==> src/hw/rtl/shac_pkg.sv <==
// ----------------------------------------------------------------------------
// shac_pkg
// Shared types and constants of the segment heap allocator.
// ----------------------------------------------------------------------------
package shac_pkg;

    localparam int HEAP_SIZE_DEF  = 1024;
    localparam int MAX_BLOCKS_DEF = 64;

    // Fixed field widths of the stream words.
    localparam int NAME_W   = 8;
    localparam int SIZE_W   = 11;
    localparam int STATUS_W = 3;
    localparam int BASE_W   = 10;
    localparam int LENGTH_W = 11;

    localparam logic [1:0] FIT_BEST  = 2'd1;
    localparam logic [1:0] FIT_WORST = 2'd2;

    localparam logic REQ_ALLOC = 1'b0;

    typedef enum logic [STATUS_W-1:0] {
        ST_OK       = 3'd0,
        ST_NOFIT    = 3'd1,
        ST_NOTFOUND = 3'd2,
        ST_ZERO     = 3'd3,
        ST_FULL     = 3'd4
    } t_status;

    typedef enum logic [2:0] {
        HOP_NONE,
        HOP_CARVE,
        HOP_JOIN,
        HOP_GROW_DOWN,
        HOP_GROW_UP,
        HOP_NEW
    } t_hole_op;

    typedef enum logic [1:0] {
        UOP_NONE,
        UOP_SET,
        UOP_CLEAR
    } t_used_op;

    typedef enum logic [1:0] {
        S_IDLE,
        S_USCAN,
        S_HSCAN,
        S_DONE
    } t_state;

    // Control handed to every hole cell.
    typedef struct packed {
        t_hole_op   op;
        logic [1:0] policy;
    } t_hole_ctl;

endpackage

==> src/hw/rtl/shac_used_cell.sv <==
// ----------------------------------------------------------------------------
// shac_used_cell
// One entry of the allocated block table plus its stage of the block search.
// ----------------------------------------------------------------------------
module shac_used_cell import shac_pkg::*; #(
    parameter int LW  = 11,
    parameter int IW  = 6,
    parameter int IDX = 0
) (
    input  logic              i_clk,
    input  logic              i_rst_n,
    input  t_used_op          i_op,
    input  logic [NAME_W-1:0] i_tag,
    input  logic [IW-1:0]     i_idx,
    input  logic [LW-1:0]     i_base,
    input  logic [LW-1:0]     i_len,
    input  logic              i_go,
    input  logic              i_slot_v,
    input  logic [IW-1:0]     i_slot_i,
    input  logic              i_m_v,
    input  logic [IW-1:0]     i_m_i,
    input  logic [LW-1:0]     i_m_b,
    input  logic [LW-1:0]     i_m_l,
    output logic              o_go,
    output logic              o_slot_v,
    output logic [IW-1:0]     o_slot_i,
    output logic              o_m_v,
    output logic [IW-1:0]     o_m_i,
    output logic [LW-1:0]     o_m_b,
    output logic [LW-1:0]     o_m_l
);

    localparam logic [IW-1:0] ME = IW'(IDX);

    logic              r_valid;
    logic [NAME_W-1:0] r_tag;
    logic [LW-1:0]     r_base;
    logic [LW-1:0]     r_len;
    logic              r_go, r_slot_v, r_m_v;
    logic [IW-1:0]     r_slot_i, r_m_i;
    logic [LW-1:0]     r_m_b, r_m_l;
    logic              take;

    // The lowest-addressed block with the wanted name wins.
    assign take = r_valid && (r_tag == i_tag) && (!i_m_v || (r_base < i_m_b));

    always_ff @(posedge i_clk) begin
        if (!i_rst_n) begin
            r_go    <= 1'b0;
            r_valid <= 1'b0;
        end else begin
            r_go <= i_go;
            if (i_idx == ME) begin
                if (i_op == UOP_SET) begin
                    r_valid <= 1'b1;
                end else if (i_op == UOP_CLEAR) begin
                    r_valid <= 1'b0;
                end
            end
        end
    end

    always_ff @(posedge i_clk) begin
        if (i_op == UOP_SET && i_idx == ME) begin
            r_tag  <= i_tag;
            r_base <= i_base;
            r_len  <= i_len;
        end
        if (i_go) begin
            r_slot_v <= i_slot_v || !r_valid;
            r_slot_i <= (!i_slot_v && !r_valid) ? ME : i_slot_i;
            r_m_v    <= i_m_v || take;
            r_m_i    <= take ? ME : i_m_i;
            r_m_b    <= take ? r_base : i_m_b;
            r_m_l    <= take ? r_len : i_m_l;
        end
    end

    assign o_go     = r_go;
    assign o_slot_v = r_slot_v;
    assign o_slot_i = r_slot_i;
    assign o_m_v    = r_m_v;
    assign o_m_i    = r_m_i;
    assign o_m_b    = r_m_b;
    assign o_m_l    = r_m_l;

endmodule

==> config.mk <==
export PLATFORM = sky130hd
export DESIGN_NAME = shac_used_cell
export DESIGN_NICKNAME = d
export VERILOG_FILES = /design/src/hw/rtl/shac_pkg.sv /design/src/hw/rtl/shac_used_cell.sv
export SDC_FILE = /design/constraint.sdc
export NUM_CORES = 1
export LEC_CHECK = 0
export BUFFER_PORTS_ARGS = -buffer_cell sky130_fd_sc_hd__buf_2
export CORE_MARGIN = 2
export CORE_UTILIZATION = 42
export DETAILED_ROUTE_END_ITERATION = 8
export PLACE_DENSITY = 0.71
export SLEW_MARGIN = 25
export SYNTH_ARGS = -nofsm -noshare
export SYNTH_HDL_FRONTEND = slang
export SYNTH_SLANG_ARGS = --single-unit
==> constraint.sdc <==
create_clock -name i_clk -period 3.2 [get_ports i_clk]
set_input_delay 0.64 -clock i_clk [delete_from_list [all_inputs] [get_ports i_clk]]
set_output_delay 0.64 -clock i_clk [all_outputs]
set_load 0.05 [all_outputs]
# Word-level counts from Yosys, hierarchy flattened
# Index checks and enable logic that the tools add are counted.
dict set report op_classes {
  add_sub_neg 0
  n_mul 0
  n_div 0
  order_cmp 1
  n_eq_ne 3
  shift 0
  muxes 4
  n_bitwise 0
  reduce_logical 13
}
# op n
set ops {}
lappend ops {{2-to-1 mux 11 bit} 2}
lappend ops {{< comparator 11 bit} 1}
lappend ops {{== test 8 bit} 1}
lappend ops {{zero test 6 bit} 1}
lappend ops {{logical AND 1 bit} 4}
lappend ops {{zero test 1 bit} 3}
lappend ops {{logical OR 1 bit} 3}
lappend ops {{== test 2 x 1 -> 1 bit, second input constant} 1}
lappend ops {{== test 2 bit, second input constant} 1}
lappend ops {{2-to-1 mux 1 bit} 2}
lappend ops {{AND reduction 2 bit} 1}
lappend ops {{nonzero test 2 bit} 1}
dict set report word_totals {
  ff_bits 68
  latchBits 0
  ramBits 0
  romBits 0
  input_bits 77
  out_inout_bits 37
  mem_count 0
}

# Logic depth before layout (Yosys ltp)
dict set report depth {
  word_depth 4
  depth_mapped 9
  ltp_nobuf 8
}

# Worst setup path after synthesis
# OpenSTA, ideal clock, no wires.
dict set report synth_path {
  kind {in2reg}
  from {in i_m_b[4]}
  to {reg r_m_l[6], in the netlist o_m_l[6], data pin}
  setup_ns 0.262
  arrival_time_ns 2.359
  path_slack_ns 0.579
  cell_stages 9
  n_path_buf 1
  path_cell_list {inv_1 > ha_1 > a21o_1 > nand3_1 > a21oi_1 > or3_4 > a21oi_4 > buf_6 > mux2_1}
}
dict set report synth_via {
  elab_chain_cells 4
}
# item line
set synth_rtl {}
lappend synth_rtl {{from (decl)} shac_used_cell.sv:22} ;# input logic [LW-1:0] i_m_b,
lappend synth_rtl {{< comparator 11 bit} shac_used_cell.sv:45} ;# assign take = r_valid && (r_tag == i_tag) && (!i_m_v || (r_base < i_m_b));
lappend synth_rtl {{logical OR 1 bit} shac_used_cell.sv:45}
lappend synth_rtl {{logical AND 1 bit} shac_used_cell.sv:45}
lappend synth_rtl {{2-to-1 mux 11 bit} shac_used_cell.sv:75} ;# r_m_l <= take ? r_len : i_m_l;
lappend synth_rtl {{to (signal assigned)} shac_used_cell.sv:75}
lappend synth_rtl {{to (decl)} shac_used_cell.sv:41} ;# logic [LW-1:0] r_m_b, r_m_l;
# No other way between the ends.
# A chain may end at the register's enable or synchronous reset.

# Worst setup path after layout
dict set report layout_path {
  from {in i_m_b[10]}
  to {reg r_m_l[10], in the netlist o_m_l[10], data pin}
}
# Same word-level chain as after synthesis.

==> impl_results.md <==
* GPL Wtd Cong at 0.732
* Net count after synthesis at 252
* Post-Syn Instances at 164
* CP Data Required Time at 3280 ps
* Post-CTS Resized at 0
* Final nets at 377
* GRT Residual Overflow at 0
* Post-CTS Hold Fix Bufs at 0
* HPWL after detailed placement at 3650 um
* Outcome: finished, final reports clean
* Switch Pwr at 483 uW
* Yosys reg bits at 68
* Synth warn at 0
* All-layer global routing usage at 13.9%
* Vias post-DR at 1719
* # Max-Cap Violations at 0
* Fin crit share at 74.5%
* Gr busiest metal: met2
* Int Power at 1550 uW
* Num rows at 30
* Cell accounting for the most synthesized area: edfxtp_1
* Port Buffers at 113
* Met1 Use GR at 16.5%
* CTS Buf Count at 9
* Reg2Reg Depth at 7
* Setup repair bufs after CTS at 0
* Multi-input gate area at 753 um2
* CP peak stage delay at 380 ps
* Reg area at 2020 um2
* WL final at 4970 um
* Crit path kind: in -> reg
* H-Tree Depth at 3
* Yosys cell types at 28
* # IOs at 114
* Share of cells above drive strength 1 at 51.0%
* Antenna-violating nets left at 0
* Dpl ws at 466 ps
* Setup ws final at 817 ps
* Unrepaired setup endpoints after global routing: no
* Post-synthesis sequential area ratio at 71.0%
* Critical Path Start: i_m_b[10]
* CTS Buffer Depth at 2
* Critical Path AT at 2460 ps
* Max Freq at 420 MHz
* Clock power frac at 36.3%
* Post-route DRC at 0
* Syn avg cell area at 17.4 um2
* Clk_skew at 9.02 ps
* P&R area growth vs syn at 31.1%
* Sw Ratio at 23.8%
* Initial antenna violation count at 0
* Final setup TNS at 0 ps
* Fin. max-slew vios at 0
* Crit path time final at 2380 ps
* Reg2reg setup slack at 860 ps
* Min-Delay Path Class: in -> reg
* Worst-path clk slew at 70 ps
* Met2 Track Usage GR at 22.1%
* Syn Std Cell Area at 2850 um2
* DR WL/cell at 13.3 um
* Max VDD drop at 0.250 mV
* Synth area leaders: edfxtp_1, mux2_4, ha_1, mux2_2, nor2b_1
* First-iteration detailed-routing DRC count at 27
* Largest net degree at the start of global routing at 38
* Placed inst area at 3520 um2
* N_diodes at 0
* Vias in the first global route at 1737
* Vias per inst at 4.60
* Yosys top cell area share at 69.6%
* Logic pwr share at 13.2%
* Chip height at 86.3 um
* First-pass GRT wire length at 7770 um
* Die Area at 7450 um2
* Slew margin rel. at 43.9%
* Starting density of the core at 42.6%
* Worst-Skew Late Latency at 330 ps
* TritonCTS sink count at 68
* RR Startpoint: r_base[2]
* LEAKAGE at 0.00158 uW
* Critical path peak fanout at 22
* Met3 Usage GRT at 5.05%
* Slowest CP cell: or3_4
* Drt first pass iters at 4
* Flop pwr share at 50.5%
* Die width at 86.3 um
* Setup violators final at 0
* Worst setup path endpoint: o_m_l[10]
* Worst-path cell chain: buf_2, inv_1, ha_1, a21oi_1, o21ai_0, or3_4, a21oi_4, buf_12, mux2_2
* Final Hold Viols at 0
* Clk root buf: clkbuf_8
* Startpoint Class: primary input
* CTS tree: yes
* Slew @ Worst Pin at 841 ps
* Fillers at 568
* Design Area, Final at 3730 um2
* Power per cell area at 544 nW/um2
* R2r endpoint: o_m_l[10]
* Area of the core at 6680 um2
* Crit. End Element: flop
* Fin util at 55.9%
sequential cells by signal, summed over array words and instances, names as in the netlist:
name / count
o_m_i: 6
r_len: 11
o_go: 1
r_base: 11
o_slot_i: 6
r_tag: 8
r_valid: 1
o_slot_v: 1
o_m_b: 11
o_m_l: 11
o_m_v: 1
per-layer routing:
layer	vias to the layer above	share of wire, %
met4	0	2.3
met3	11	7.7
met5	-	0
met2	70	48
li1	860	-
met1	778	42
placed cells by master (no fill, tap or decap), types with 2 or more instances in the layout:
cell      instances
buf_2           113
edfxtp_1         66
nor2b_1          13
clkbuf_8         13
inv_1            11
ha_1             11
mux2_4           10
mux2_2            8
xor2_1            7
a21oi_1           5
mux2_1            4
nand2b_1          3
nand4_1           3
nor2_1            3
nand3_1           2
nand2_1           2
nor4_1            2
clkbuf_1          2
dfxtp_1           2
buf_4             2
power by group through the flow:
stage                     clock, uW  sequential [uW]  combinational, uW
after floorplan                   0             1180               42.1
after global placement            0             1050                269
after detailed placement          0             1050                271
after CTS                       763             1030                272
after global routing            799             1030                287
final                           738             1030                269
critical path: cells and delay by family:
family / cells / cell delay (ps)
compound gates: 3 / 430
fa+ha+maj: 1 / 320
simple gates: 1 / 380
buf+inv: 3 / 330
mux: 1 / 340
kinds of logic (layout without fill, tap and decap cells):
group	Yosys count	after routing	share of synthesized area, %
xor+xnor	8	8	2.46
compound gates	9	9	2.15
simple gates	32	32	6.63
mux	23	23	10.4
flops	68	68	71.0
buf+inv	13	143	2.55
fa+ha+maj	11	11	4.83
cells in the mapped netlist (all sizes together):
library cell	number
and3	1
a211oi	1
mux2i	1
mux2	22
inv	11
dfxtp	2
ha	11
and2	1
a21oi	6
nor2	3
xor2	7
nor2b	13
o21ai	1
a21o	1
buf	2
or3	1
edfxtp	66
nand3	2
nand2	2
nor3	1
nor4	2
xnor2	1
nand4	3
nand2b	3
per-stage QoR:
stage          instances  hold slack (ps)  total power, uW
4_1_cts              374              460             2060
5_1_grt              374              457             2120
6_report             374              480             2030
3_5_place_dp         358              514             1320
3_3_place_gp         358              495             1310
2_1_floorplan        164              472             1220
cell type report:
type                    count  share of cell area (%)
flip-flops and latches     68                    54.2
clock buffers              15                    4.99
inverters                  11                    1.11
repair buffers            116                    16.1
multi-input cells          83                    20.2
clock inverters             1                   0.804
well taps                  80                    2.68
how the worst min path moves through the flow:
stage	slack, ps	cells after the start	endpoint	startpoint
6_report	480	1	r_len[4]	i_len[4]
5_1_grt	460	1	r_base[3]	i_base[3]
4_1_cts	460	1	r_base[4]	i_base[4]
2_1_floorplan	470	1	o_slot_v	r_valid
3_3_place_gp	500	1	o_slot_v	r_valid
3_5_place_dp	510	1	o_slot_v	r_valid
Note: power is estimated with default switching activity, not from simulation.
