File: config.mk
export PLATFORM = sky130hd
export DESIGN_NAME = shac_hole_cell
export DESIGN_NICKNAME = d
export VERILOG_FILES = /design/src/hw/rtl/shac_pkg.sv /design/src/hw/rtl/shac_hole_cell.sv
export SDC_FILE = /design/constraint.sdc
export NUM_CORES = 1
export LEC_CHECK = 0
export ABC_AREA = 1
export BUFFER_PORTS_ARGS = -buffer_cell sky130_fd_sc_hd__buf_2
export CORE_AREA = 2 2 147 149
export CTS_BUF_LIST = sky130_fd_sc_hd__clkbuf_16
export CTS_CLUSTER_DIAMETER = 80
export DETAILED_ROUTE_END_ITERATION = 8
export DIE_AREA = 0 0 149 151
export PLACE_DENSITY = 0.56
export SLEW_MARGIN = 40
export SYNTH_ARGS = -nofsm -noshare
export SYNTH_HDL_FRONTEND = slang
export SYNTH_SLANG_ARGS = --single-unit
File: constraint.sdc
create_clock -name i_clk -period 6.35 [get_ports i_clk]
set_input_delay 0 -clock i_clk [delete_from_list [all_inputs] [get_ports i_clk]]
set_output_delay 0 -clock i_clk [all_outputs]
set_load 0.005 [all_outputs]
File: src/hw/rtl/shac_pkg.sv
// ----------------------------------------------------------------------------
// shac_pkg
// Shared types and constants of the segment heap allocator.
// ----------------------------------------------------------------------------
package shac_pkg;

    localparam int HEAP_SIZE_DEF  = 1024;
    localparam int MAX_BLOCKS_DEF = 64;

    // Fixed field widths of the stream words.
    localparam int NAME_W   = 8;
    localparam int SIZE_W   = 11;
    localparam int STATUS_W = 3;
    localparam int BASE_W   = 10;
    localparam int LENGTH_W = 11;

    localparam logic [1:0] FIT_BEST  = 2'd1;
    localparam logic [1:0] FIT_WORST = 2'd2;

    localparam logic REQ_ALLOC = 1'b0;

    typedef enum logic [STATUS_W-1:0] {
        ST_OK       = 3'd0,
        ST_NOFIT    = 3'd1,
        ST_NOTFOUND = 3'd2,
        ST_ZERO     = 3'd3,
        ST_FULL     = 3'd4
    } t_status;

    typedef enum logic [2:0] {
        HOP_NONE,
        HOP_CARVE,
        HOP_JOIN,
        HOP_GROW_DOWN,
        HOP_GROW_UP,
        HOP_NEW
    } t_hole_op;

    typedef enum logic [1:0] {
        UOP_NONE,
        UOP_SET,
        UOP_CLEAR
    } t_used_op;

    typedef enum logic [1:0] {
        S_IDLE,
        S_USCAN,
        S_HSCAN,
        S_DONE
    } t_state;

    // Control handed to every hole cell.
    typedef struct packed {
        t_hole_op   op;
        logic [1:0] policy;
    } t_hole_ctl;

endpackage

File: src/hw/rtl/shac_hole_cell.sv
// ----------------------------------------------------------------------------
// shac_hole_cell
// One entry of the free hole table plus its stage of the hole search wave.
// ----------------------------------------------------------------------------
module shac_hole_cell import shac_pkg::*; #(
    parameter int LW        = 11,
    parameter int IW        = 6,
    parameter int CW        = 11,
    parameter int IDX       = 0,
    parameter int HEAP_SIZE = HEAP_SIZE_DEF
) (
    input  logic          i_clk,
    input  logic          i_rst_n,
    input  t_hole_ctl     i_ctl,
    input  logic [CW-1:0] i_size,
    input  logic [LW-1:0] i_fbase,
    input  logic [LW-1:0] i_fend,
    input  logic [IW-1:0] i_idx_a,
    input  logic [IW-1:0] i_idx_b,
    input  logic [LW-1:0] i_base,
    input  logic [LW-1:0] i_len,
    input  logic          i_go,
    input  logic          i_pick_v,
    input  logic [IW-1:0] i_pick_i,
    input  logic [LW-1:0] i_pick_b,
    input  logic [LW-1:0] i_pick_l,
    input  logic          i_bef_v,
    input  logic [IW-1:0] i_bef_i,
    input  logic          i_aft_v,
    input  logic [IW-1:0] i_aft_i,
    input  logic [LW-1:0] i_aft_l,
    input  logic          i_slot_v,
    input  logic [IW-1:0] i_slot_i,
    output logic          o_go,
    output logic          o_pick_v,
    output logic [IW-1:0] o_pick_i,
    output logic [LW-1:0] o_pick_b,
    output logic [LW-1:0] o_pick_l,
    output logic          o_bef_v,
    output logic [IW-1:0] o_bef_i,
    output logic          o_aft_v,
    output logic [IW-1:0] o_aft_i,
    output logic [LW-1:0] o_aft_l,
    output logic          o_slot_v,
    output logic [IW-1:0] o_slot_i
);

    localparam logic [IW-1:0] ME = IW'(IDX);

    logic          r_valid;
    logic [LW-1:0] r_base;
    logic [LW-1:0] r_len;
    logic          r_go;
    logic          r_pick_v, r_bef_v, r_aft_v, r_slot_v;
    logic [IW-1:0] r_pick_i, r_bef_i, r_aft_i, r_slot_i;
    logic [LW-1:0] r_pick_b, r_pick_l, r_aft_l;

    logic          fits, lower, better, take, hit_aft, hit_bef;
    logic [LW:0]   top_end;

    always_comb begin
        fits    = r_valid && (CW'(r_len) >= i_size);
        lower   = r_base < i_pick_b;
        case (i_ctl.policy)
            FIT_BEST:  better = (r_len != i_pick_l) ? (r_len < i_pick_l) : lower;
            FIT_WORST: better = (r_len != i_pick_l) ? (r_len > i_pick_l) : lower;
            default:   better = lower;
        endcase
        take    = fits && (!i_pick_v || better);
        top_end = {1'b0, r_base} + {1'b0, r_len};
        hit_aft = r_valid && (r_base == i_fend);
        hit_bef = r_valid && !hit_aft && (top_end == {1'b0, i_fbase});
    end

    always_ff @(posedge i_clk) begin
        if (!i_rst_n) begin
            r_go <= 1'b0;
        end else begin
            r_go <= i_go;
        end
    end

    always_ff @(posedge i_clk) begin
        if (i_go) begin
            r_pick_v <= i_pick_v || take;
            r_pick_i <= take ? ME : i_pick_i;
            r_pick_b <= take ? r_base : i_pick_b;
            r_pick_l <= take ? r_len : i_pick_l;
            r_bef_v  <= i_bef_v || hit_bef;
            r_bef_i  <= hit_bef ? ME : i_bef_i;
            r_aft_v  <= i_aft_v || hit_aft;
            r_aft_i  <= hit_aft ? ME : i_aft_i;
            r_aft_l  <= hit_aft ? r_len : i_aft_l;
            r_slot_v <= i_slot_v || !r_valid;
            r_slot_i <= (!i_slot_v && !r_valid) ? ME : i_slot_i;
        end
    end

    always_ff @(posedge i_clk) begin
        if (!i_rst_n) begin
            r_valid <= (IDX == 0);
            r_base  <= '0;
            r_len   <= (IDX == 0) ? LW'(HEAP_SIZE) : '0;
        end else begin
            case (i_ctl.op)
                HOP_CARVE: begin
                    if (i_idx_a == ME) begin
                        if (r_len == i_len) begin
                            r_valid <= 1'b0;
                            r_base  <= '0;
                            r_len   <= '0;
                        end else begin
                            r_base <= r_base + i_len;
                            r_len  <= r_len - i_len;
                        end
                    end
                end
                HOP_JOIN: begin
                    if (i_idx_a == ME) begin
                        r_len <= r_len + i_len;
                    end else if (i_idx_b == ME) begin
                        r_valid <= 1'b0;
                        r_base  <= '0;
                        r_len   <= '0;
                    end
                end
                HOP_GROW_DOWN: begin
                    if (i_idx_a == ME) begin
                        r_base <= i_base;
                        r_len  <= r_len + i_len;
                    end
                end
                HOP_GROW_UP: begin
                    if (i_idx_a == ME) begin
                        r_len <= r_len + i_len;
                    end
                end
                HOP_NEW: begin
                    if (i_idx_a == ME) begin
                        r_valid <= 1'b1;
                        r_base  <= i_base;
                        r_len   <= i_len;
                    end
                end
                default: ;
            endcase
        end
    end

    assign o_go     = r_go;
    assign o_pick_v = r_pick_v;
    assign o_pick_i = r_pick_i;
    assign o_pick_b = r_pick_b;
    assign o_pick_l = r_pick_l;
    assign o_bef_v  = r_bef_v;
    assign o_bef_i  = r_bef_i;
    assign o_aft_v  = r_aft_v;
    assign o_aft_i  = r_aft_i;
    assign o_aft_l  = r_aft_l;
    assign o_slot_v = r_slot_v;
    assign o_slot_i = r_slot_i;

endmodule

# == Word level (Yosys, flattened, before mapping) ==
# Index checks and enable logic that the tools add are counted.
# word_totals
ff_bits,85
in_bits,136
output_inout_bits,62
elab_cells,91
# op_classes
add_sub_neg,4
n_lt_le_gt_ge,4
eq_ne,19
n_mux,24
reduce_logical,25
# op_table
op,n
11-bit 2-to-1 mux,13
11-bit case mux with 4 select lines,1
11-bit case mux with 3 select lines,1
11-bit adder,2
11-bit equality test,2
11-bit < comparator,2
11-bit by 11-bit adder with 12-bit output,1
12-bit by 11-bit equality test with 1-bit output,1
6-bit zero test,2
11-bit greater-or-equal comparator,1
11-bit greater-than comparator,1
11-bit != test,1
11-bit subtractor,1
2-bit != test (second input constant),5
5-bit AND reduction,2
1-bit 2-to-1 mux,7
3-bit by 2-bit equality test with 1-bit output (second input constant),2
3-bit equality test (second input constant),2
1-bit logical AND,6
6-bit AND reduction,1
3-bit nonzero test,2
1-bit logical OR,5
1-bit zero test,4
2-bit by 1-bit != test with 1-bit output (second input constant),2
8 further kinds,9

# == Logic depth before layout (Yosys ltp) ==
# Gate-level depths: netlist of the first run.
# depth
depth_word,6
ltp_mapped,15
ltp_nobuf,14

# == Worst setup path after synthesis of the first run ==
# No wires, ideal clock.
# synth_path
path_type,register -> register
from,register r_base[0]
to,"register r_bef_i[0], in the netlist o_bef_i[0] (data pin)"
setup_time_ps,265
arrival_time_ps,1836
required_time_ps,6085
slack_ps,4249
path_stages_with_launch,13
n_path_buf,0
synth_period_minus_slack_ps,2101
cell_sequence,dfxtp_1 -> ha_1 -> fa_1 -> inv_1 -> nor2_1 -> nor3_1 -> nand3_1 -> nor2_1 -> nand2_1 -> nor2_1 -> nand3_1 -> nor2_2 -> a21oi_1
# synth_via
elab_chain_cells,5
elab_cells_between_ends,7
cone_classes,add/sub (1); eq/ne (2); reduce/logical (4)
# synth_lines
item,line,rtl
start: declaration,shac_hole_cell.sv:51,logic [LW-1:0] r_base;
start signal: assignment,shac_hole_cell.sv:113,r_base <= r_base + i_len;
start signal: assignment,shac_hole_cell.sv:129,r_base <= i_base;
start signal: assignment,shac_hole_cell.sv:141,r_base <= i_base;
"parallel branches: the longest is 4 deep, another holds 11-bit by 11-bit adder with 12-bit output",-,
1-bit logical AND *,shac_hole_cell.sv:72,"hit_bef = r_valid && !hit_aft && (top_end == {1'b0, i_fbase});"
end signal: assignment,shac_hole_cell.sv:90,r_bef_i <= hit_bef ? ME : i_bef_i;
end: declaration,shac_hole_cell.sv:55,"logic [IW-1:0] r_pick_i, r_bef_i, r_aft_i, r_slot_i;"
# Every way passes the cells marked *.
# A chain may end at the register's enable or synchronous reset.

# == Worst setup path in the final report of the first run ==
# layout_path
from,register r_len[1]
to,"register r_pick_l[10], in the netlist o_pick_l[10] (data pin)"
# layout_via
elab_chain_cells,6
elab_cells_between_ends,11
cone_classes,order compare (3); eq/ne (1); mux (4); reduce/logical (3)
# layout_lines
item,line,rtl
start: declaration,shac_hole_cell.sv:52,logic [LW-1:0] r_len;
start signal: assignment,shac_hole_cell.sv:103,r_len <= (IDX == 0) ? LW'(HEAP_SIZE) : '0;
start signal: assignment,shac_hole_cell.sv:114,r_len <= r_len - i_len;
start signal: assignment,shac_hole_cell.sv:120,r_len <= r_len + i_len;
11-bit greater-than comparator (tied with other cells),shac_hole_cell.sv:66,FIT_WORST: better = (r_len != i_pick_l) ? (r_len > i_pick_l) : lower;
"1-bit 2-to-1 mux, on equally long branches","shac_hole_cell.sv:66, shac_hole_cell.sv:65",
1-bit case mux with 2 select lines,shac_hole_cell.sv:64,case (i_ctl.policy)
1-bit logical OR,shac_hole_cell.sv:69,take = fits && (!i_pick_v || better);
1-bit logical AND *,shac_hole_cell.sv:69,
11-bit 2-to-1 mux *,shac_hole_cell.sv:88,r_pick_l <= take ? r_len : i_pick_l;
end signal: assignment,shac_hole_cell.sv:88,
end: declaration,shac_hole_cell.sv:56,"logic [LW-1:0] r_pick_b, r_pick_l, r_aft_l;"
# Mark *: on every way between the ends. The rest lies on a longest branch, timed or not.

==> results of run 1 <==
==> metal layers <==
metal / vias up / global-route usage / wire, microns
met5: - / 0 / 0
met4: 0 / 0.0505 / 318
met3: 17 / 0.0253 / 1540
met2: 242 / 0.371 / 11600
met1: 3311 / 0.297 / 11200
li1: 3779 / - / -
==> logic make-up (layout without fill, tap and decap cells) <==
group / after synthesis / count (layout) / synth area share
buffers and inverters: 187 / 449 / 0.107
AND/OR/NAND/NOR: 454 / 454 / 0.272
XOR/XNOR: 24 / 24 / 0.0291
flip-flops: 85 / 85 / 0.320
adder cells (fa/ha/maj): 79 / 79 / 0.141
AO/OA/AOI/OAI: 167 / 167 / 0.130
==> path summary, 6_finish.rpt <==
path                                       startpoint                   endpoint  cells after the start
worst min register to register   r_valid$_SDFFE_PN1P_       r_valid$_SDFFE_PN1P_                      2
worst max-delay path            r_len[1]$_SDFFE_PN0P_     o_pick_l[10]$_DFFE_PP_                     10
worst max register to register  r_len[1]$_SDFFE_PN0P_     o_pick_l[10]$_DFFE_PP_                     10
worst min-delay path                      i_pick_i[4]  o_pick_i[4]$_SDFFCE_PP0P_                      2
==> what timing repair did <==
action / CTS / global route
endpoints found under the hold margin: 66 / 0
endpoints found under the setup margin: 0 / 0
hold buffers: 66 / 0
==> stage by stage <==
stage | utilization | worst slack [ps] | hold WS, ps | cells | power, W
3_5_place_dp | 0.404 | 2880 | 259 | 1450 | 0.00134
2_1_floorplan | - | 4250 | 93.5 | 996 | 0.00112
6_report | 0.452 | 3490 | 5.06 | 1533 | 0.00192
5_1_grt | 0.452 | 3190 | 12.1 | 1533 | 0.00204
4_1_cts | 0.450 | 2880 | 0.519 | 1532 | 0.00193
3_3_place_gp | 0.404 | 2910 | 239 | 1450 | 0.00133
==> area by class of cell <==
| type | instances | area share |
|---|---|---|
| sequential | 85 | 0.246 |
| clock buffer | 9 | 0.0239 |
| multi-input combinational | 724 | 0.440 |
| inverter | 168 | 0.0676 |
| tap | 275 | 0.0366 |
| clock inverter | 7 | 0.00785 |
| timing repair buffer | 265 | 0.178 |
==> power groups by stage <==
stage	registers (W)	logic, W	clock network (W)
after global routing	0.000717	0.000741	0.000584
after CTS	0.000710	0.000649	0.000569
final	0.000711	0.000651	0.000556
after global placement	0.000721	0.000612	0
after floorplan	0.000704	0.000416	0
after detailed placement	0.000723	0.000614	0
==> worst reg2reg max path, cell delays in order (launching register included) <==
cell      delay [ps]
dfxtp_1          470
ha_1             370
inv_1             40
o31ai_1          240
nand2_1           90
o211ai_1          80
nor2_1            90
nor2_4           520
nand2_2          470
nand2_1          170
nand2_1           60
==> flip-flops by register name (all words and copies together), names as in the netlist <==
signal and flops:
r_len 11, o_pick_b 11, o_bef_i 6, o_bef_v 1
r_base 11, o_pick_i 6, o_pick_l 11, o_slot_v 1
o_aft_l 11, o_aft_v 1, o_slot_i 6, o_go 1
r_valid 1, o_aft_i 6, o_pick_v 1
==> layout by cell type (no fill, tap or decap), types with 2 or more instances in the layout <==
cell type	n
fa_1	4
nand3_1	80
dfxtp_1	24
o21ai_1	15
xnor2_1	11
nor3_1	3
inv_2	8
o21bai_1	3
o21ai_0	42
inv_4	2
a31oi_1	5
clkbuf_16	9
dlygate4sd3_1	66
a22oi_1	3
o21a_1	6
nor4_1	2
clkinv_4	3
nor2_2	4
a21boi_0	7
o21ai_2	2
nand3_4	2
edfxtp_1	61
xor2_1	13
inv_1	158
o22ai_1	3
nand3b_1	2
nor2_4	5
nor2_1	76
or2_2	2
a21oi_1	72
buf_2	197
a21o_1	3
o211ai_1	2
nand2_2	8
nand2_1	255
ha_1	75
nand4_1	10
==> impl_metrics.json, run 1 <==
{
  "cts_max_level": 3,
  "final.min_clock_period_ps": 2860,
  "cts_root_buf": "clkbuf_16",
  "fin_area_sq_mm": 0.00941,
  "initial_core_util": 0.346,
  "dr.first_iter.drc_count": 459,
  "cts.sinks": 85,
  "hp-class": "primary input to flip-flop",
  "wl_mm": 24.6,
  "power_density_mw_per_mm2": 204,
  "avgRoutedWirePerCell_microns": 16.1,
  "syn_inst": 996,
  "tightest_slew_ps": 648,
  "die_h_microns": 151,
  "drive_above_1_share": 0.200,
  "ys_seq_elements": 85,
  "cp.buffers_inverters": 1,
  "cts_tree": "done",
  "seqPwrFrac": 0.371,
  "synth_nets": 1211,
  "dp_hpwl_mm": 19.2,
  "timing.final.crit_share": 0.450,
  "final-hold-violation-count": 0,
  "crit_chain": "ha_1 > inv_1 > o31ai_1 > nand2_1 > o211ai_1 > nor2_1 > nor2_4 > nand2_2 > nand2_1 > nand2_1",
  "antenna_left": 0,
  "status": "finished, final reports clean",
  "synth.largest_area_cell": "edfxtp_1",
  "cts-resized-gates": 0,
  "synth_top_area_frac": 0.254,
  "grt_max_degree": 63,
  "p_leak_nw": 4.85,
  "n_antenna_cell": 0,
  "switching_share": 0.362,
  "max-clock-path-buffers": 2,
  "intPower_w": 0.00122,
  "setup_viol": 0,
  "die-area_sq_mm": 0.0225,
  "multi_input_area_sq_mm": 0.00414,
  "area_growth_pct": 30.4,
  "finalSetupTns_ps": 0,
  "ioPinCount": 198,
  "synthMostInstantiatedCell": "nand2_1",
  "ys_warn_count": 0,
  "cts_buffers": 9,
  "yosysSeqAreaShare": 0.320,
  "max_cap_violations": 0,
  "post_synth_num_cell_types": 46,
  "grt_setup_unrepaired": "no",
  "first_pass_iters": 5,
  "grt_pass1_wl_mm": 37.7,
  "skew_ps": 12.3,
  "postCtsSetupBuffers": 0,
  "regArea_sq_mm": 0.00231,
  "place.gp.congestion": 0.920,
  "clkPwrFrac": 0.290,
  "fill_cells": 2160,
  "crit_family": "simple AND/OR/NAND/NOR gates",
  "yosys-top-cells-area": "edfxtp_1 (25%), nand2_1 (13%), ha_1 (13%)",
  "grt_usage": 0.218,
  "placed_area_sq_mm": 0.00842,
  "clkLatencyLatePin_ps": 360,
  "grt_pass1_vias": 7061,
  "irDropWorstVdd_uv": 146,
  "final_nets": 1468,
  "avgSynthCellArea_sq_um": 7.24,
  "vias_per_cell": 4.79,
  "cp-end-kind": "flip-flop",
  "combinationalPowerShare": 0.340,
  "crit_type": "flip-flop to flip-flop",
  "relSlewSlack": 0.567,
  "netlist_top_cells_count": "nand2_1 (257), inv_1 (158), nand3_1 (80)",
  "grt-ovfl-total": 0,
  "syn_area_sq_mm": 0.00721,
  "synthFlopType": "edfxtp_1",
  "critPathRequiredTime_ps": 6460,
  "cp_slowest_cell": "nor2_4",
  "path_max_fanout": 29,
  "clk_pin_slew_ps": 70,
  "placementRows": 53,
  "slowest_delay_ps": 520,
  "drcViolationCount": 0,
  "coreArea_sq_mm": 0.0208,
  "critPathLaunchType": "flip-flop",
  "num_vias": 7349,
  "antenna_found_initial": 0,
  "rrSetupSlack_ps": 3490,
  "cp.arrival_ps": 2970,
  "die_w_microns": 149,
  "slew_violations": 0,
  "fmax_mhz": 350,
  "switchingPower_w": 0.000695,
  "synth_edf_count": 61,
  "async_reset_ff_frac": 0,
  "numPortBuffers": 197,
  "crit_top_cell": "nand2_1"
}
Note: power is estimated with default switching activity, not from simulation.
==> inputs of run 2 (changes only) <==
clock period = 2.8 ns   (was 6.35 ns; I/O delays follow)
==> run 2 against run 1 <==
  * Flip-flop and latch count unchanged
  * Core utilization increased by 0.43 points
  * Sequential share of layout area decreased by 0.23 points
  * Via count increased by 1.8%
  * Combinational power increased by 140%
  * Non-clock buffer count increased by 11
  * Critical endpoint is now o_bef_i[3]$_SDFFCE_PP0P_
  * Largest cell class unchanged
  * Largest power group unchanged
==> impl_metrics.json, run 2 (same netlist as run 1, synthesis figures left out) <==
{
  "status": "finished, final reports clean",
  "final_nets": 1479,
  "die_w_microns": 149,
  "placed_area_sq_mm": 0.00856,
  "pre_cts_slack_ps": 213,
  "fin_area_sq_mm": 0.00950,
  "clk_pin_slew_ps": 70,
  "cp.arrival_ps": 2610,
  "grt-ovfl-total": 0,
  "antenna_found_initial": 1,
  "grt_setup_unrepaired": "no",
  "first_pass_iters": 5,
  "regArea_sq_mm": 0.00231,
  "wl_mm": 24.4,
  "area_growth_pct": 31.6,
  "max-clock-path-buffers": 2,
  "avgRoutedWirePerCell_microns": 15.7,
  "timing.final.crit_share": 0.901,
  "r2r-end": "o_bef_i[3]$_SDFFCE_PP0P_",
  "vias_per_cell": 4.83,
  "antenna_left": 0,
  "clkLatencyLatePin_ps": 340,
  "grt_max_degree": 26,
  "path_max_fanout": 7,
  "placementRows": 53,
  "die_h_microns": 151,
  "r2r_cells": 12,
  "cp-end-kind": "flip-flop",
  "die-area_sq_mm": 0.0225,
  "multi_input_area_sq_mm": 0.00414,
  "dp_hpwl_mm": 19.2,
  "cts_root_buf": "clkbuf_16",
  "drive_above_1_share": 0.208,
  "critPathLaunchType": "flip-flop",
  "cts_buffers": 9,
  "coreArea_sq_mm": 0.0208,
  "crit_type": "flip-flop to flip-flop",
  "skew_ps": 5.41,
  "fmax_mhz": 396,
  "crit_path_start": "r_len[0]$_SDFFE_PN0P_",
  "drcViolationCount": 0,
  "rrSetupSlack_ps": 280,
  "setup_viol": 0,
  "hp-class": "primary input to flip-flop",
  "grt_usage": 0.215,
  "slew_violations": 0,
  "cts_max_level": 3,
  "fill_cells": 2154,
  "final-hold-violation-count": 0,
  "irDropWorstVdd_uv": 284,
  "numPortBuffers": 197,
  "tightest_slew_ps": 616,
  "ioPinCount": 198,
  "max_cap_violations": 0,
  "relSlewSlack": 0.589,
  "critPathRequiredTime_ps": 2880,
  "place.gp.congestion": 0.915,
  "reg2reg_from": "r_len[0]$_SDFFE_PN0P_",
  "worst_slack_ps": 277,
  "dr.first_iter.drc_count": 433,
  "final_cell_mix": "nand2_1 (257), buf_2 (197), inv_1 (158)",
  "num_vias": 7481,
  "initial_core_util": 0.346,
  "p_leak_nw": 4.90,
  "cts_tree": "done",
  "grt_pass1_vias": 7056,
  "cts.sinks": 85,
  "power_density_mw_per_mm2": 459,
  "final.min_clock_period_ps": 2520,
  "fin_util": 0.456,
  "grt_pass1_wl_mm": 37.2,
  "finalSetupTns_ps": 0,
  "endpoint": "o_bef_i[3]$_SDFFCE_PP0P_",
  "layout_commonest_cell": "nand2_1"
}
[run 2: routing by layer]
metal	GRT usage	up-vias	wire length (microns)
met2	0.351	279	11100
met5	0	-	0
met1	0.297	3362	11200
li1	-	3811	-
met4	0.0633	0	481
met3	0.0286	29	1580
[run 2: worst max-delay path, cell delays in order, from the launching register on]
cell and delay (ps):
dfxtp_1 500, ha_1 290, fa_1 430, inv_1 80, nor2_1 40, nor3_1 130
nand3_1 90, nor2_1 90, nand2_1 80, nor2_1 130, nand3_1 120, nor2_4 180
a21oi_1 100
[run 2: area by class of cell]
cell class / count / area share
Antenna cell: 4 / 0.00105
Clock buffer: 9 / 0.0237
Clock inverter: 7 / 0.00777
Inverter: 168 / 0.0669
Multi-Input combinational cell: 724 / 0.435
Sequential cell: 85 / 0.244
Tap cell: 275 / 0.0362
Timing Repair Buffer: 276 / 0.185
[run 2: worst min-delay path by stage]
stage                      from                        end  slack [ps]  cells after the start
floorplan                  i_go            o_go$_SDFF_PN0_          90                      2
global placement      i_base[1]     r_base[1]$_SDFFE_PN0P_         250                      3
detailed placement    i_base[1]     r_base[1]$_SDFFE_PN0P_         250                      3
CTS                 i_pick_i[4]  o_pick_i[4]$_SDFFCE_PP0P_         0.5                      2
global route        i_slot_i[5]  o_slot_i[5]$_SDFFCE_PP0P_          30                      3
finish              i_pick_i[5]  o_pick_i[5]$_SDFFCE_PP0P_          20                      2
[run 2: stage by stage]
stage	hold slack [ps]	instances	total power, W
6_report	17.0	1548	0.00436
5_1_grt	25.6	1545	0.00464
4_1_cts	0.476	1544	0.00438
3_5_place_dp	249	1466	0.00307
3_3_place_gp	246	1465	0.00306
2_1_floorplan	93.5	996	0.00254
[run 2: timing repair]
action,CTS,global route
buffers inserted,0,0
endpoints found under the hold margin,62,0
endpoints found under the setup margin,0,2
hold buffers,62,0
gates resized for setup,0,1
[run 2: report_power, final]
| group | switching, W | leakage [nW] | total (W) | internal, W |
|---|---|---|---|---|
| Sequential | 0.000120 | 0.801 | 0.00160 | 0.00148 |
| Clock | 0.000535 | 0.136 | 0.00123 | 0.000694 |
| Combinational | 0.000903 | 3.97 | 0.00153 | 0.000628 |
==> inputs of run 3 (changes only) <==
ABC_AREA = not set   (was 1)
CORE_AREA = 2 2 141 143   (was 2 2 147 149)
CTS_CLUSTER_SIZE = 14   (was not set)
DIE_AREA = 0 0 143 145   (was 0 0 149 151)
SLEW_MARGIN = not set   (was 40)
==> run 3 against run 2 <==
  * Worst setup slack lost 240 ps
  * Clock skew up 6.3 ps
  * Register-to-register slack got worse by 240 ps
  * Core utilization increased by 4.1 points
  * Final cell count fell by 17%
  * Die area is 7.8% lower
  * Critical endpoint is now o_bef_i[1]$_SDFFCE_PP0P_
  * Largest cell class unchanged
==> impl_metrics.json, run 3 <==
{
  "status": "finished, final reports clean",
  "grt_max_degree": 34,
  "crit_type": "flip-flop to flip-flop",
  "hp-class": "primary input to flip-flop",
  "die-area_sq_mm": 0.0207,
  "crit_family": "compound AO/OA/AOI/OAI gates",
  "cts.sinks": 85,
  "cts_buffers": 9,
  "skew_ps": 11.7,
  "synthAdderAreaFrac": 0.153,
  "synth_top_family_by_area": "compound AO/OA/AOI/OAI gates",
  "coreArea_sq_mm": 0.0192,
  "ys_warn_count": 0,
  "antenna_found_initial": 0,
  "num_vias": 6452,
  "avgSynthCellArea_sq_um": 9.57,
  "fin_util": 0.497,
  "die_h_microns": 145,
  "ys_seq_elements": 85,
  "cp.buffers_inverters": 0,
  "synth_edf_count": 61,
  "placementRows": 51,
  "grt_pass1_wl_mm": 33.7,
  "yosys-top-cells-area": "edfxtp_1 (28%), ha_1 (14%), dfxtp_1 (7.2%)",
  "combinationalPowerShare": 0.213,
  "avgRoutedWirePerCell_microns": 17.4,
  "cp.arrival_ps": 2870,
  "path_max_fanout": 7,
  "p_leak_nw": 4.47,
  "place.gp.congestion": 0.882,
  "synth_nets": 910,
  "async_reset_ff_frac": 0,
  "switching_share": 0.262,
  "synth.largest_area_cell": "edfxtp_1",
  "r2r-end": "o_bef_i[1]$_SDFFCE_PP0P_",
  "irDropWorstVdd_uv": 307,
  "syn_inst": 695,
  "cp_slowest_cell": "a211o_4",
  "yosysSeqAreaShare": 0.347,
  "slowest_delay_ps": 380,
  "max-clock-path-buffers": 2,
  "timing.final.crit_share": 0.987,
  "cts_tree": "done",
  "grt_usage": 0.210,
  "grt-ovfl-total": 0,
  "clkPwrFrac": 0.379,
  "vias_per_cell": 5.05,
  "intPower_w": 0.00262,
  "final_cell_mix": "buf_2 (195), ha_1 (68), dlygate4sd3_1 (66)",
  "layout_commonest_cell": "buf_2",
  "grt_pass1_vias": 6317,
  "synth_xor_xnor_area_share": 0.0448,
  "cp-end-kind": "flip-flop",
  "final.min_clock_period_ps": 2760,
  "drcViolationCount": 0,
  "clk_pin_slew_ps": 70,
  "relSlewSlack": 0.516,
  "dp.cells": 1187,
  "numPortBuffers": 197,
  "reg2reg_from": "r_base[0]$_SDFFE_PN0P_",
  "setup_viol": 0,
  "seqPwrFrac": 0.408,
  "dr.first_iter.drc_count": 446,
  "synth_top_area_frac": 0.275,
  "r2r_cells": 9,
  "netlist_top_cells_count": "ha_1 (75), inv_1 (64), edfxtp_1 (61)",
  "drive_above_1_share": 0.330,
  "synth_compound_area_frac": 0.192,
  "final-hold-violation-count": 0,
  "initial_core_util": 0.346,
  "switchingPower_w": 0.000929,
  "yosys.area_share.simple": 0.143,
  "ioPinCount": 198,
  "synth.mux.area_fraction": 0.0686,
  "fill_cells": 1797,
  "power_density_mw_per_mm2": 371,
  "syn_area_sq_mm": 0.00665,
  "antenna_left": 0,
  "wl_mm": 22.2,
  "holdWs_ps": 19.9,
  "fmax_mhz": 362,
  "max_cap_violations": 0,
  "post_synth_num_cell_types": 66,
  "crit_chain": "ha_4 > fa_2 > a211o_4 > a211o_1 > nand3_1 > o311ai_2 > nor4_2 > o2111ai_2 > and2_1",
  "critPathLaunchType": "flip-flop",
  "hp-start": "i_base[9]",
  "cts_max_level": 3,
  "die_w_microns": 143,
  "slew_violations": 0,
  "instances_no_fill": 1278,
  "tightest_slew_ps": 727,
  "clkLatencyLatePin_ps": 350,
  "dp_hpwl_mm": 17.5,
  "min_path_cells": 5,
  "cts_root_buf": "clkbuf_16",
  "grt_setup_unrepaired": "yes",
  "synthMostInstantiatedCell": "ha_1",
  "critPathRequiredTime_ps": 2910,
  "synthFlopType": "edfxtp_1",
  "area_growth_pct": 43.6,
  "min_to": "r_base[9]$_SDFFE_PN0P_",
  "final_nets": 1222,
  "rrSetupSlack_ps": 40,
  "first_pass_iters": 5
}
==> run 3: how the worst max path moves through the flow <==
stage                                     endpoint  cells after the start              startpoint
after detailed placement  o_bef_i[4]$_SDFFCE_PP0P_                      9  r_base[0]$_SDFFE_PN0P_
after CTS                 o_bef_i[4]$_SDFFCE_PP0P_                      9   r_len[0]$_SDFFE_PN0P_
final                     o_bef_i[1]$_SDFFCE_PP0P_                      9  r_base[0]$_SDFFE_PN0P_
after global routing      o_bef_i[1]$_SDFFCE_PP0P_                      9  r_base[0]$_SDFFE_PN0P_
after floorplan           o_bef_i[0]$_SDFFCE_PP0P_                      9  r_base[0]$_SDFFE_PN0P_
after global placement    o_bef_i[4]$_SDFFCE_PP0P_                      9  r_base[0]$_SDFFE_PN0P_
==> run 3: kinds of logic after synthesis <==
| group | after synthesis |
|---|---|
| AOI/OAI and AO/OA | 194 |
| and+or+nand+nor | 183 |
| DFF | 85 |
| buffers and inverters | 82 |
| adders and majority gates | 79 |
| muxes | 38 |
| xor gates and xnor gates | 34 |
==> run 3: through the flow <==
step | total power (W) | cell area, sq um | TNS (ps) | worst slack (ps)
2_1_floorplan | 0.00180 | 6650 | 0 | 65.7
3_3_place_gp | 0.00210 | 8260 | -894 | -150
3_5_place_dp | 0.00211 | 8260 | -1160 | -155
4_1_cts | 0.00353 | 9340 | -122 | -24.3
5_1_grt | 0.00369 | 9550 | -97.0 | -37.1
6_report | 0.00355 | 9560 | 0 | 37.1
==> run 3: power by group through the flow <==
stage          Combinational, W  Clock, W  Sequential, W
5_1_grt                0.000825   0.00141        0.00146
3_5_place_dp           0.000630         0        0.00148
2_1_floorplan          0.000316         0        0.00149
6_report               0.000754   0.00134        0.00145
3_3_place_gp           0.000628         0        0.00148
4_1_cts                0.000716   0.00136        0.00145
==> run 3: cell type report <==
| class | instances | area (sq um) | area share |
|---|---|---|---|
| Antenna cell | 1 | 2.50 | 0.000262 |
| Clock buffer | 9 | 225 | 0.0236 |
| Timing Repair Buffer | 319 | 2140 | 0.224 |
| Multi-Input combinational cell | 528 | 4180 | 0.437 |
| Clock inverter | 7 | 111 | 0.0117 |
| Tap cell | 265 | 332 | 0.0347 |
| Inverter | 64 | 240 | 0.0251 |
| Sequential cell | 85 | 2320 | 0.243 |
==> run 3: metal layers <==
| metal | up-vias | track usage | share of wire |
|---|---|---|---|
| met1 | 3003 | 0.274 | 0.45 |
| li1 | 3191 | - | - |
| met2 | 230 | 0.355 | 0.48 |
| met5 | - | 0 | 0 |
| met3 | 28 | 0.0343 | 0.056 |
| met4 | 0 | 0.0584 | 0.019 |
==> run 3: worst register-to-register path, stage by stage, from the launching register on <==
cell,delay (ps)
dfxtp_2,340
ha_4,160
fa_2,360
a211o_4,380
a211o_1,310
nand3_1,100
o311ai_2,110
nor4_2,320
o2111ai_2,230
and2_1,220
==> run 3: what timing repair did <==
item	4_1_cts	5_1_grt
endpoints found under the setup margin	25	36
buffers inserted	3	5
cloned	0	2
hold buffers	66	0
pin swaps	15	14
resized for setup	12	27
endpoints found under the hold margin	66	0
